--- src/rtl/core/lsc_pkg.sv ---
// Package for the largest strong component filter: table sizes, derived widths,
// item and result codes, and the command and status records between controller
// and datapath. Depends on nothing.
package lsc_pkg;

    localparam int MAX_NODES   = 1024;
    localparam int MAX_EDGES   = 4096;
    localparam int ID_W        = 64;
    localparam int NODE_AW     = $clog2(MAX_NODES);
    localparam int NODE_CW     = $clog2(MAX_NODES + 1);
    localparam int EDGE_AW     = $clog2(MAX_EDGES);
    localparam int EDGE_CW     = $clog2(MAX_EDGES + 1);
    localparam int SCAN_W      = (NODE_CW > EDGE_CW) ? NODE_CW : EDGE_CW;
    localparam int STACK_DEPTH = MAX_NODES + MAX_EDGES + 1;
    localparam int STACK_AW    = $clog2(STACK_DEPTH);
    localparam int SP_W        = $clog2(STACK_DEPTH + 1);
    localparam int STACK_W     = NODE_AW + 1;
    localparam int CUR_W       = $clog2(MAX_NODES + MAX_EDGES + 1);

    typedef enum logic [1:0] {
        K_NODE    = 2'd0,
        K_EDGE    = 2'd1,
        K_COMPUTE = 2'd2,
        K_READ    = 2'd3
    } kind_t;

    typedef enum logic [1:0] {
        RK_STATUS = 2'd0,
        RK_NODE   = 2'd1,
        RK_EDGE   = 2'd2,
        RK_NONE   = 2'd3
    } rkind_t;

    typedef enum logic [1:0] {
        ST_OK       = 2'd0,
        ST_NO_NODES = 2'd1,
        ST_UNKNOWN  = 2'd2,
        ST_OVERFLOW = 2'd3
    } status_t;

    typedef enum logic [5:0] {
        OP_NOP,
        OP_LATCH,
        OP_NSCAN_RD,
        OP_NCMP,
        OP_NADD,
        OP_ECMP,
        OP_EADD,
        OP_CSTAT,
        OP_SCAN0,
        OP_VCLR,
        OP_P1_INIT,
        OP_P1_ORD,
        OP_P1_SKIP,
        OP_P1_START,
        OP_POP,
        OP_P1_PCHK,
        OP_P1_VISIT,
        OP_EDGE_RD,
        OP_P1_ECHK,
        OP_P2_INIT,
        OP_P2_ORD,
        OP_P2_FRD,
        OP_P2_START,
        OP_P2_DISC,
        OP_P2_ECHK,
        OP_P2_VCHK,
        OP_P2_DONE,
        OP_SEL_LA,
        OP_SEL_LB,
        OP_SEL_CHK,
        OP_R_START,
        OP_R_N1,
        OP_R_E1,
        OP_R_E2,
        OP_R_E3,
        OP_EMIT
    } op_t;

    typedef struct packed {
        op_t    op;
        rkind_t emit_kind;
    } cmd_t;

    typedef struct packed {
        logic lt_node;
        logic lt_edge;
        logic s_zero;
        logic sp_zero;
        logic node_hit;
        logic fin_entry;
        logic vis;
        logic tgt_hit;
        logic comp_fail;
        logic out_free;
        logic rd_node;
        logic rd_edge;
    } stat_t;

endpackage

--- src/rtl/core/lsc_ctrl.sv ---
// Controller of the strong component filter: sequences loads, the two graph
// walks, edge selection and reads. Depends on lsc_pkg.
module lsc_ctrl
    import lsc_pkg::*;
(
    input  logic       clk,
    input  logic       rst_n,
    input  logic       in_valid,
    input  logic [1:0] kind,
    input  stat_t      st,
    output cmd_t       cmd,
    output logic       in_stall
);

    typedef enum logic [5:0] {
        S_IDLE, S_N_SCAN, S_N_CMP, S_E_SCAN, S_E_CMP, S_C_STAT, S_C_CLR1,
        S_P1_OUTER, S_P1_OCHK, S_P1_POP, S_P1_PCHK, S_P1_VCHK, S_P1_ESCAN,
        S_P1_ECHK, S_C_CLR2, S_P2_OUTER, S_P2_FRD, S_P2_OCHK, S_P2_POP,
        S_P2_DISC, S_P2_ESCAN, S_P2_ECHK, S_P2_VCHK, S_SEL_RD, S_SEL_LA,
        S_SEL_LB, S_SEL_CHK, S_R_START, S_R_N1, S_R_E1, S_R_E2, S_R_E3, S_EMIT
    } state_t;

    state_t state_reg, state_next;
    rkind_t emit_reg, emit_next;
    op_t    op;

    always_comb
    begin
        state_next = state_reg;
        emit_next  = emit_reg;
        op         = OP_NOP;
        unique case (state_reg)
            S_IDLE:
            begin
                if (in_valid)
                begin
                    op = OP_LATCH;
                    unique case (kind_t'(kind))
                        K_NODE:    state_next = S_N_SCAN;
                        K_EDGE:    state_next = S_E_SCAN;
                        K_COMPUTE: state_next = S_C_STAT;
                        K_READ:    state_next = S_R_START;
                        default:   state_next = S_IDLE;
                    endcase
                end
            end
            S_N_SCAN:
            begin
                if (st.lt_node)
                begin
                    op         = OP_NSCAN_RD;
                    state_next = S_N_CMP;
                end
                else
                begin
                    op         = OP_NADD;
                    state_next = S_IDLE;
                end
            end
            S_N_CMP:
            begin
                if (st.node_hit)
                begin
                    state_next = S_IDLE;
                end
                else
                begin
                    op         = OP_NCMP;
                    state_next = S_N_SCAN;
                end
            end
            S_E_SCAN:
            begin
                if (st.lt_node)
                begin
                    op         = OP_NSCAN_RD;
                    state_next = S_E_CMP;
                end
                else
                begin
                    op         = OP_EADD;
                    state_next = S_IDLE;
                end
            end
            S_E_CMP:
            begin
                op         = OP_ECMP;
                state_next = S_E_SCAN;
            end
            S_C_STAT:
            begin
                op = OP_CSTAT;
                if (st.comp_fail)
                begin
                    emit_next  = RK_STATUS;
                    state_next = S_EMIT;
                end
                else
                begin
                    state_next = S_C_CLR1;
                end
            end
            S_C_CLR1:
            begin
                if (st.lt_node)
                begin
                    op = OP_VCLR;
                end
                else
                begin
                    op         = OP_P1_INIT;
                    state_next = S_P1_OUTER;
                end
            end
            S_P1_OUTER:
            begin
                if (st.s_zero)
                begin
                    op         = OP_SCAN0;
                    state_next = S_C_CLR2;
                end
                else
                begin
                    op         = OP_P1_ORD;
                    state_next = S_P1_OCHK;
                end
            end
            S_P1_OCHK:
            begin
                if (st.vis)
                begin
                    op         = OP_P1_SKIP;
                    state_next = S_P1_OUTER;
                end
                else
                begin
                    op         = OP_P1_START;
                    state_next = S_P1_POP;
                end
            end
            S_P1_POP:
            begin
                if (st.sp_zero)
                begin
                    state_next = S_P1_OUTER;
                end
                else
                begin
                    op         = OP_POP;
                    state_next = S_P1_PCHK;
                end
            end
            S_P1_PCHK:
            begin
                op         = OP_P1_PCHK;
                state_next = st.fin_entry ? S_P1_POP : S_P1_VCHK;
            end
            S_P1_VCHK:
            begin
                if (st.vis)
                begin
                    state_next = S_P1_POP;
                end
                else
                begin
                    op         = OP_P1_VISIT;
                    state_next = S_P1_ESCAN;
                end
            end
            S_P1_ESCAN:
            begin
                if (st.lt_edge)
                begin
                    op         = OP_EDGE_RD;
                    state_next = S_P1_ECHK;
                end
                else
                begin
                    state_next = S_P1_POP;
                end
            end
            S_P1_ECHK:
            begin
                op         = OP_P1_ECHK;
                state_next = S_P1_ESCAN;
            end
            S_C_CLR2:
            begin
                if (st.lt_node)
                begin
                    op = OP_VCLR;
                end
                else
                begin
                    op         = OP_P2_INIT;
                    state_next = S_P2_OUTER;
                end
            end
            S_P2_OUTER:
            begin
                if (st.s_zero)
                begin
                    op         = OP_SCAN0;
                    state_next = S_SEL_RD;
                end
                else
                begin
                    op         = OP_P2_ORD;
                    state_next = S_P2_FRD;
                end
            end
            S_P2_FRD:
            begin
                op         = OP_P2_FRD;
                state_next = S_P2_OCHK;
            end
            S_P2_OCHK:
            begin
                if (st.vis)
                begin
                    state_next = S_P2_OUTER;
                end
                else
                begin
                    op         = OP_P2_START;
                    state_next = S_P2_POP;
                end
            end
            S_P2_POP:
            begin
                if (st.sp_zero)
                begin
                    op         = OP_P2_DONE;
                    state_next = S_P2_OUTER;
                end
                else
                begin
                    op         = OP_POP;
                    state_next = S_P2_DISC;
                end
            end
            S_P2_DISC:
            begin
                op         = OP_P2_DISC;
                state_next = S_P2_ESCAN;
            end
            S_P2_ESCAN:
            begin
                if (st.lt_edge)
                begin
                    op         = OP_EDGE_RD;
                    state_next = S_P2_ECHK;
                end
                else
                begin
                    state_next = S_P2_POP;
                end
            end
            S_P2_ECHK:
            begin
                op         = OP_P2_ECHK;
                state_next = st.tgt_hit ? S_P2_VCHK : S_P2_ESCAN;
            end
            S_P2_VCHK:
            begin
                op         = OP_P2_VCHK;
                state_next = S_P2_ESCAN;
            end
            S_SEL_RD:
            begin
                if (st.lt_edge)
                begin
                    op         = OP_EDGE_RD;
                    state_next = S_SEL_LA;
                end
                else
                begin
                    emit_next  = RK_STATUS;
                    state_next = S_EMIT;
                end
            end
            S_SEL_LA:
            begin
                op         = OP_SEL_LA;
                state_next = S_SEL_LB;
            end
            S_SEL_LB:
            begin
                op         = OP_SEL_LB;
                state_next = S_SEL_CHK;
            end
            S_SEL_CHK:
            begin
                op         = OP_SEL_CHK;
                state_next = S_SEL_RD;
            end
            S_R_START:
            begin
                op = OP_R_START;
                if (st.rd_node)
                begin
                    state_next = S_R_N1;
                end
                else if (st.rd_edge)
                begin
                    state_next = S_R_E1;
                end
                else
                begin
                    emit_next  = RK_NONE;
                    state_next = S_EMIT;
                end
            end
            S_R_N1:
            begin
                op         = OP_R_N1;
                emit_next  = RK_NODE;
                state_next = S_EMIT;
            end
            S_R_E1:
            begin
                op         = OP_R_E1;
                state_next = S_R_E2;
            end
            S_R_E2:
            begin
                op         = OP_R_E2;
                state_next = S_R_E3;
            end
            S_R_E3:
            begin
                op         = OP_R_E3;
                emit_next  = RK_EDGE;
                state_next = S_EMIT;
            end
            S_EMIT:
            begin
                if (st.out_free)
                begin
                    op         = OP_EMIT;
                    state_next = S_IDLE;
                end
            end
            default:
            begin
                state_next = S_IDLE;
            end
        endcase
    end

    always_ff @(posedge clk or negedge rst_n)
    begin
        if (!rst_n)
        begin
            state_reg <= S_IDLE;
            emit_reg  <= RK_NONE;
        end
        else
        begin
            state_reg <= state_next;
            emit_reg  <= emit_next;
        end
    end

    assign cmd.op        = op;
    assign cmd.emit_kind = emit_reg;
    assign in_stall      = (state_reg != S_IDLE);

endmodule

--- config.mk ---
export PLATFORM = sky130hd
export DESIGN_NAME = lsc_ctrl
export DESIGN_NICKNAME = d
export VERILOG_FILES = /design/src/rtl/core/lsc_pkg.sv /design/src/rtl/core/lsc_ctrl.sv
export SDC_FILE = /design/constraint.sdc
export NUM_CORES = 1
export LEC_CHECK = 0
export ABC_AREA = 0
export BUFFER_PORTS_ARGS = -buffer_cell sky130_fd_sc_hd__buf_2
export CAP_MARGIN = 5
export CORE_MARGIN = 2
export CORE_UTILIZATION = 49
export DETAILED_ROUTE_END_ITERATION = 6
export PLACE_DENSITY = 0.71
export RECOVER_POWER = 25
export REMOVE_ABC_BUFFERS = 1
export SYNTH_ARGS = -nofsm -noshare
export SYNTH_HDL_FRONTEND = slang
export SYNTH_SLANG_ARGS = --single-unit
export TNS_END_PERCENT = 50
--- constraint.sdc ---
create_clock -name clk -period 2.9 [get_ports clk]
set_input_delay 0.29 -clock clk [delete_from_list [all_inputs] [get_ports clk]]
set_output_delay 0.29 -clock clk [all_outputs]
set_load 0.03 [all_outputs]
Word level (Yosys, flattened, before mapping)
Index checks and enable logic that the tools add are counted.
{"block": "totals", "register_bits": 8, "latch_bits": 0, "ram_bits": 0, "mem_bits_ro": 0, "inputBits": 17, "word_cells": 99, "n_memories": 0}
{"block": "op_classes", "add_sub_neg": 0, "mul": 0, "div": 0, "n_lt_le_gt_ge": 0, "n_eq_ne": 43, "shifts": 0, "n_mux": 45, "bitwise_logic": 0, "n_reduce_logical": 9}
{"cell": "6-bit one-hot mux with 31 select lines", "n": 2}
{"cell": "6-bit by 5-bit == test with 1-bit output, second input constant", "n": 16}
{"cell": "6-bit two-way mux", "n": 9}
{"cell": "6-bit by 4-bit == test with 1-bit output, second input constant", "n": 8}
{"cell": "5-bit two-way mux", "n": 8}
{"cell": "6-bit by 3-bit == test with 1-bit output, second input constant", "n": 4}
{"cell": "3-bit two-way mux", "n": 8}
{"cell": "6-bit one-hot mux with 4 select lines", "n": 1}
{"cell": "2-bit two-way mux", "n": 10}
{"cell": "2-bit != test, second input constant", "n": 8}
{"cell": "6-bit by 2-bit == test with 1-bit output, second input constant", "n": 2}
{"cell": "4-bit two-way mux", "n": 3}
{"cell": "2-bit one-hot mux with 5 select lines", "n": 1}
{"cell": "6-bit by 1-bit == test with 1-bit output, second input constant", "n": 1}
{"cell": "6-bit == test, second input constant", "n": 1}
{"cell": "6-bit logical NOT", "n": 1}
{"cell": "6-bit nonzero test", "n": 1}
{"cell": "5-bit AND reduction", "n": 1}
{"cell": "5-bit nonzero test", "n": 1}
{"cell": "2-bit == test, second input constant", "n": 2}
{"cell": "4-bit AND reduction", "n": 1}
{"cell": "2-bit OR reduction", "n": 2}
{"cell": "1-bit two-way mux", "n": 3}
{"cell": "3-bit OR reduction", "n": 1}
{"cell": "2 further kinds", "n": 2}

Depth between registers and ports, before layout
Gate-level depths: netlist of the first run.
{"block": "logic_depth", "ltp_word": 4, "mapped_depth": 8, "depth_no_buf": 6}

Worst setup path after synthesis of the first run
Ideal clock, no wire load.
{"block": "synth_path", "kind": "register -> output", "startpoint": "register state_reg[4]", "endpoint": "output port cmd[5] in the netlist's numbering", "arrival_ps": 1662, "slack_ps": 948, "stages_incl_launch_ff": 9, "n_path_buf": 3, "cell_sequence": "dfrtp_1 > buf_6 > buf_2 > buf_2 > xor2_1 > nand3_1 > a21oi_1 > a21oi_1 > o21ai_1"}
{"item": "start: declaration", "line": "lsc_ctrl.sv:23", "source": "state_t state_reg, state_next;"}
{"item": "start signal: assignment", "line": "lsc_ctrl.sv:360", "source": "state_reg <= state_next;"}
{"item": "end: declaration", "line": "lsc_ctrl.sv:11", "source": "output cmd_t cmd,"}

==> results of run 1 <==
-- worst min path at each step --
| stage | startpoint | endpoint | slack, ps | depth (start not counted) |
|---|---|---|---|---|
| 2_1_floorplan | rst_n | state_reg[0] | -6 | 0 |
| 3_3_place_gp | rst_n | state_reg[5] | 130 | 1 |
| 3_5_place_dp | rst_n | state_reg[5] | 130 | 1 |
| 4_1_cts | st[2] | state_reg[5] | 240 | 2 |
| 5_1_grt | st[2] | state_reg[5] | 260 | 2 |
| 6_report | st[2] | state_reg[5] | 240 | 2 |
-- cells by family after synthesis --
kind of cell / count (synthesis) / synth area share, %
DFF: 8 / 13.74
buffers and inverters: 31 / 10.94
muxes: 2 / 1.357
AOI/OAI and AO/OA: 76 / 33.00
and+or+nand+nor: 102 / 38.59
xor gates and xnor gates: 4 / 2.375
-- critical path: stages (launching register included) --
cell,delay (ps)
dfrtp_1,600
buf_4,310
nor3_1,380
nand4_1,210
o31ai_1,160
nor3_1,120
nand3_1,110
buf_2,200
-- area by class of cell --
type                       instances  area (um2)  share of cell area [%]
clock buffer                       4       26.28                   1.595
tap                               31       38.79                   2.354
timing repair buffer              39       231.5                   14.05
inverter                          10       37.54                   2.278
sequential                         8       202.7                   12.30
multi-input combinational        184        1111                   67.43
-- metal layers --
| layer | share of wire (%) | up-vias |
|---|---|---|
| li1 | - | 884 |
| met1 | 42 | 827 |
| met2 | 43 | 134 |
| met3 | 11 | 21 |
| met4 | 3.3 | 0 |
| met5 | 0 | - |
-- cell usage after synthesis, types with 2 or more instances --
master | number | area [um2]
nand2_1 | 22 | 82.58
a21oi_1 | 17 | 85.08
nand3_1 | 16 | 80.08
nor2_1 | 14 | 52.55
o21ai_0 | 13 | 65.06
nor2b_1 | 11 | 68.82
buf_2 | 9 | 45.04
a31oi_1 | 8 | 50.05
inv_1 | 8 | 30.03
o21ai_1 | 8 | 40.04
nor3_1 | 7 | 35.03
dfrtp_1 | 6 | 150.1
nand4_1 | 6 | 37.54
buf_4 | 5 | 37.54
a22oi_1 | 4 | 30.03
nor4_1 | 4 | 25.02
or3_1 | 4 | 25.02
a211oi_1 | 3 | 22.52
clkbuf_1 | 3 | 11.26
nor3b_1 | 3 | 22.52
o211ai_1 | 3 | 22.52
xnor2_1 | 3 | 26.28
a32oi_1 | 2 | 17.52
and3_1 | 2 | 12.51
buf_1 | 2 | 7.510
buf_6 | 2 | 22.52
dfstp_2 | 2 | 52.55
mux2i_1 | 2 | 20.02
nand2b_1 | 2 | 12.51
nor4b_2 | 2 | 30.03
o2111ai_1 | 2 | 17.52
o31ai_1 | 2 | 15.01
o32ai_1 | 2 | 17.52
-- power breakdown --
group / internal, W / total (W) / switching (W)
registers: 0.000168 / 0.000326 / 0.000158
clock network: 0.0000526 / 0.0000895 / 0.0000369
logic: 0.000606 / 0.00165 / 0.00105
-- stage by stage --
step	hold slack [ps]	cell area [um2]	cells	setup slack, ps
3_5_place_dp	130.1	1613	271	617.5
6_report	240.8	1648	276	260.1
4_1_cts	235.9	1649	276	331.8
3_3_place_gp	130.0	1613	271	531.1
5_1_grt	256.8	1648	276	187.7
2_1_floorplan	-5.591	1351	202	526.4
-- repair_timing --
item,in CTS,in global routing
buffers inserted,0,0
hold buffers,1,0
hold endpoints to repair,6,0
endpoints found under the setup margin,0,0
==> reports/results.txt, run 1 <==
status = complete, but fails checks
failing checks = design-rule violations
Fillers = 298
core area = 2805 um2
H-tree depth = 1
vias in the first global route = 1643
Final ANT Viol Nets = 0
first-pass GRT wire length = 8066 um
busiest grt layer = met2
Post-synth EDFFs = 0
WL/cell = 18.41 um
max_slew headroom = 59.90%
Setup crit end = cmd[2]
Root Driver = clkbuf_4
CTS Sinks = 8
Power Dens Cells = 1254 nW/um2
Die Span Y = 58.87 um
antenna diode count = 0
Clock Latency Late Sink = 260 ps
unrepaired setup endpoints after global routing = no
Resize count post-CTS = 0
Post-Syn Area = 1475 um2
R2R Setup Slk = 780 ps
share of the yosys chip area belonging to registers = 13.74%
ys flop type = dfrtp_1
drt drc = 1
synth-to-layout area growth = 11.70%
Avg Cell Area, Syn = 6.615 um2
leakage = 0.6451 nW
crit path max fanout = 17
beginning of the critical path = state_reg[0]
global route overflow = 0
Max Slew Vio Count = 0
largest net degree at the start of global routing = 21
TritonCTS clock tree = yes
1st-iter DRT viols = 158
Critical Path End Type = primary output
die area = 3466 um2
warnings from Yosys = 0
die width = 58.87 um
Global Route met1 Usage = 42.44%
final wirelength = 5081 um
met3 usage = 4.835%
share of layout cells above drive strength 1 = 20.00%
actual slew at the worst max-slew pin = 599.9 ps
Max clock buf depth = 2
Initial Util = 52.59%
# port buffers = 25
Num CTS Buffers = 3
via density per instance = 6.761
via count = 1866
WS Path Type = register to primary output
fin nets = 263
Max-cap violations = 0
Final period util = 91.03%
GRT Util Overall = 29.87%
Setup TNS = 0 ps
Largest register FFs = 6
commonest non-fill, non-tap cells in the layout = buf_2 (24), nand2_1 (22), a21oi_1 (17)
CP required = 2610 ps
initial antenna violation count = 0
First-pass DRT Iterations = 7
most common cell after layout, fill and taps aside = buf_2
Reg-to-Reg Start = state_reg[4]
Site Rows = 19
setup violators final = 0
Final GP Congestion = 0.9763
hold crit path type = input pin to register
Worst Path Arrival = 2350 ps
Final Skew = 7.117 ps
clk slew on worst S/H paths = 50 ps
Synth Instances = 223
total power = 0.002066 W
Yosys reg bits = 8
Peak VDD IR = 979.8 uV
Tmin final = 2640 ps
synth unique cells = 57
achievable frequency = 0.3788 GHz
Post-DP HPWL = 3708 um
final core occ = 58.74%
ys async rst share = 100.0%
CP startpoint kind = register
met2 Use GR = 45.08%
final hold violation count = 0
R2R depth = 5
I/O pin cnt = 26
reg2reg end = state_reg[2]
Power figures use the tool's default switching activity.
==> run 2, diff against run 1 <==
--- a/config.mk
+++ b/config.mk
@@ -12,7 +12,6 @@
 export CORE_UTILIZATION = 49
 export DETAILED_ROUTE_END_ITERATION = 6
 export PLACE_DENSITY = 0.71
-export RECOVER_POWER = 25
 export REMOVE_ABC_BUFFERS = 1
 export SYNTH_ARGS = -nofsm -noshare
 export SYNTH_HDL_FRONTEND = slang
==> run 2 against run 1 <==
  * The run still ends with design-rule violations left
  * Combinational power is essentially flat
  * Power about the same
  * Sequential share of layout area is essentially flat
  * Global-route usage did not move
  * Count of clock-buffer cells in the layout is the same
  * Critical path type unchanged
  * Critical endpoint unchanged
  * Largest cell class unchanged
  * Highest routed layer unchanged
==> reports/results.txt, run 2 (synthesized netlist as in run 1, its figures left out) <==
Largest register FFs = 6
First-pass DRT Iterations = 7
Setup crit end = cmd[2]
WS Path Type = register to primary output
die area = 3466 um2
TritonCTS clock tree = yes
Site Rows = 19
beginning of the critical path = state_reg[0]
Reg-to-Reg Start = state_reg[4]
final wirelength = 5081 um
Max-cap violations = 0
Num CTS Buffers = 3
core area = 2805 um2
CP required = 2610 ps
status = complete, but fails checks
synth-to-layout area growth = 11.79%
non-filler instance count after layout = 276
Peak VDD IR = 979.7 uV
WL/cell = 18.41 um
Die Span Y = 58.87 um
Root Driver = clkbuf_4
cell area after placement = 1613 um2
actual slew at the worst max-slew pin = 599.9 ps
I/O pin cnt = 26
Inst Count DP = 271
max_slew headroom = 59.90%
Final Skew = 7.117 ps
Setup TNS = 0 ps
unrepaired setup endpoints after global routing = no
die width = 58.87 um
fin area = 1649 um2
Final WS setup = 260.3 ps
global route overflow = 0
commonest non-fill, non-tap cells in the layout = buf_2 (25), nand2_1 (22), a21oi_1 (17)
setup violators final = 0
final hold violation count = 0
Placement Setup Slack = 617.5 ps
GRT Util Overall = 29.87%
Initial Util = 52.59%
Critical Path End Type = primary output
Final period util = 91.02%
Max clock buf depth = 2
1st-iter DRT viols = 158
H-tree depth = 1
largest net degree at the start of global routing = 21
first-pass GRT wire length = 8066 um
CP startpoint kind = register
Final GP Congestion = 0.9763
failing checks = design-rule violations
via count = 1865
clk slew on worst S/H paths = 50 ps
via density per instance = 6.757
# port buffers = 25
share of layout cells above drive strength 1 = 20.41%
Post-DP HPWL = 3708 um
Power Dens Cells = 1253 nW/um2
R2R Setup Slk = 780 ps
crit path max fanout = 17
R2R depth = 5
most common cell after layout, fill and taps aside = buf_2
reg2reg end = state_reg[2]
vias in the first global route = 1643
Clock Latency Late Sink = 260 ps
hold crit path type = input pin to register
CTS Sinks = 8
fin nets = 263
Worst Path Arrival = 2350 ps
antenna diode count = 0
leakage = 0.6479 nW
initial antenna violation count = 0
Tmin final = 2640 ps
Max Slew Vio Count = 0
Final ANT Viol Nets = 0
final hold slack = 240.8 ps
drt drc = 1
achievable frequency = 0.3788 GHz
run 2: area by class of cell:
class | instances | area, um2
Inverter | 10 | 37.54
Tap cell | 31 | 38.79
Multi-Input combinational cell | 184 | 1111
Fill cell | 299 | 1156
Clock buffer | 4 | 26.28
Sequential cell | 8 | 202.7
Timing Repair Buffer | 39 | 232.7
run 2: power by group:
group / switching [W] / internal (W) / total [W]
combinational: 0.00105 / 0.000606 / 0.00165
clock: 0.0000369 / 0.0000526 / 0.0000895
sequential: 0.000157 / 0.000168 / 0.000326
total: 0.00124 / 0.000827 / 0.00207
run 2: timing repair:
item                      in CTS  in global routing
buffers inserted               0                  0
hold buffers                   1                  0
gates resized for setup        0                  0
hold endpoints to repair       6                  0
run 2: metal layers:
metal | track usage, % | share of wire (%)
met1 | 42.44 | 42
met2 | 45.08 | 43
met3 | 4.835 | 11
met4 | 11.36 | 3.3
met5 | 0 | 0
run 2: worst min-delay path by stage:
stage | startpoint | end | slack, ps | cells after the start
2_1_floorplan | rst_n | state_reg[0] | -6 | 0
3_3_place_gp | rst_n | state_reg[5] | 130 | 1
3_5_place_dp | rst_n | state_reg[5] | 130 | 1
4_1_cts | st[2] | state_reg[5] | 240 | 2
5_1_grt | st[2] | state_reg[5] | 260 | 2
6_report | st[2] | state_reg[5] | 240 | 2
run 2: worst max-delay path, cell delays in order (launching register included):
cell and delay, ps:
dfrtp_1 600, buf_4 310, nor3_1 380, nand4_1 210, o31ai_1 160, nor3_1 120
nand3_1 110, buf_2 200
run 2: stage by stage:
step,utilization (%),power [W]
floorplan,-,0.001394
global placement,57.49,0.001959
detailed placement,57.49,0.001930
CTS,58.79,0.002027
global route,58.79,0.002203
finish,58.79,0.002067
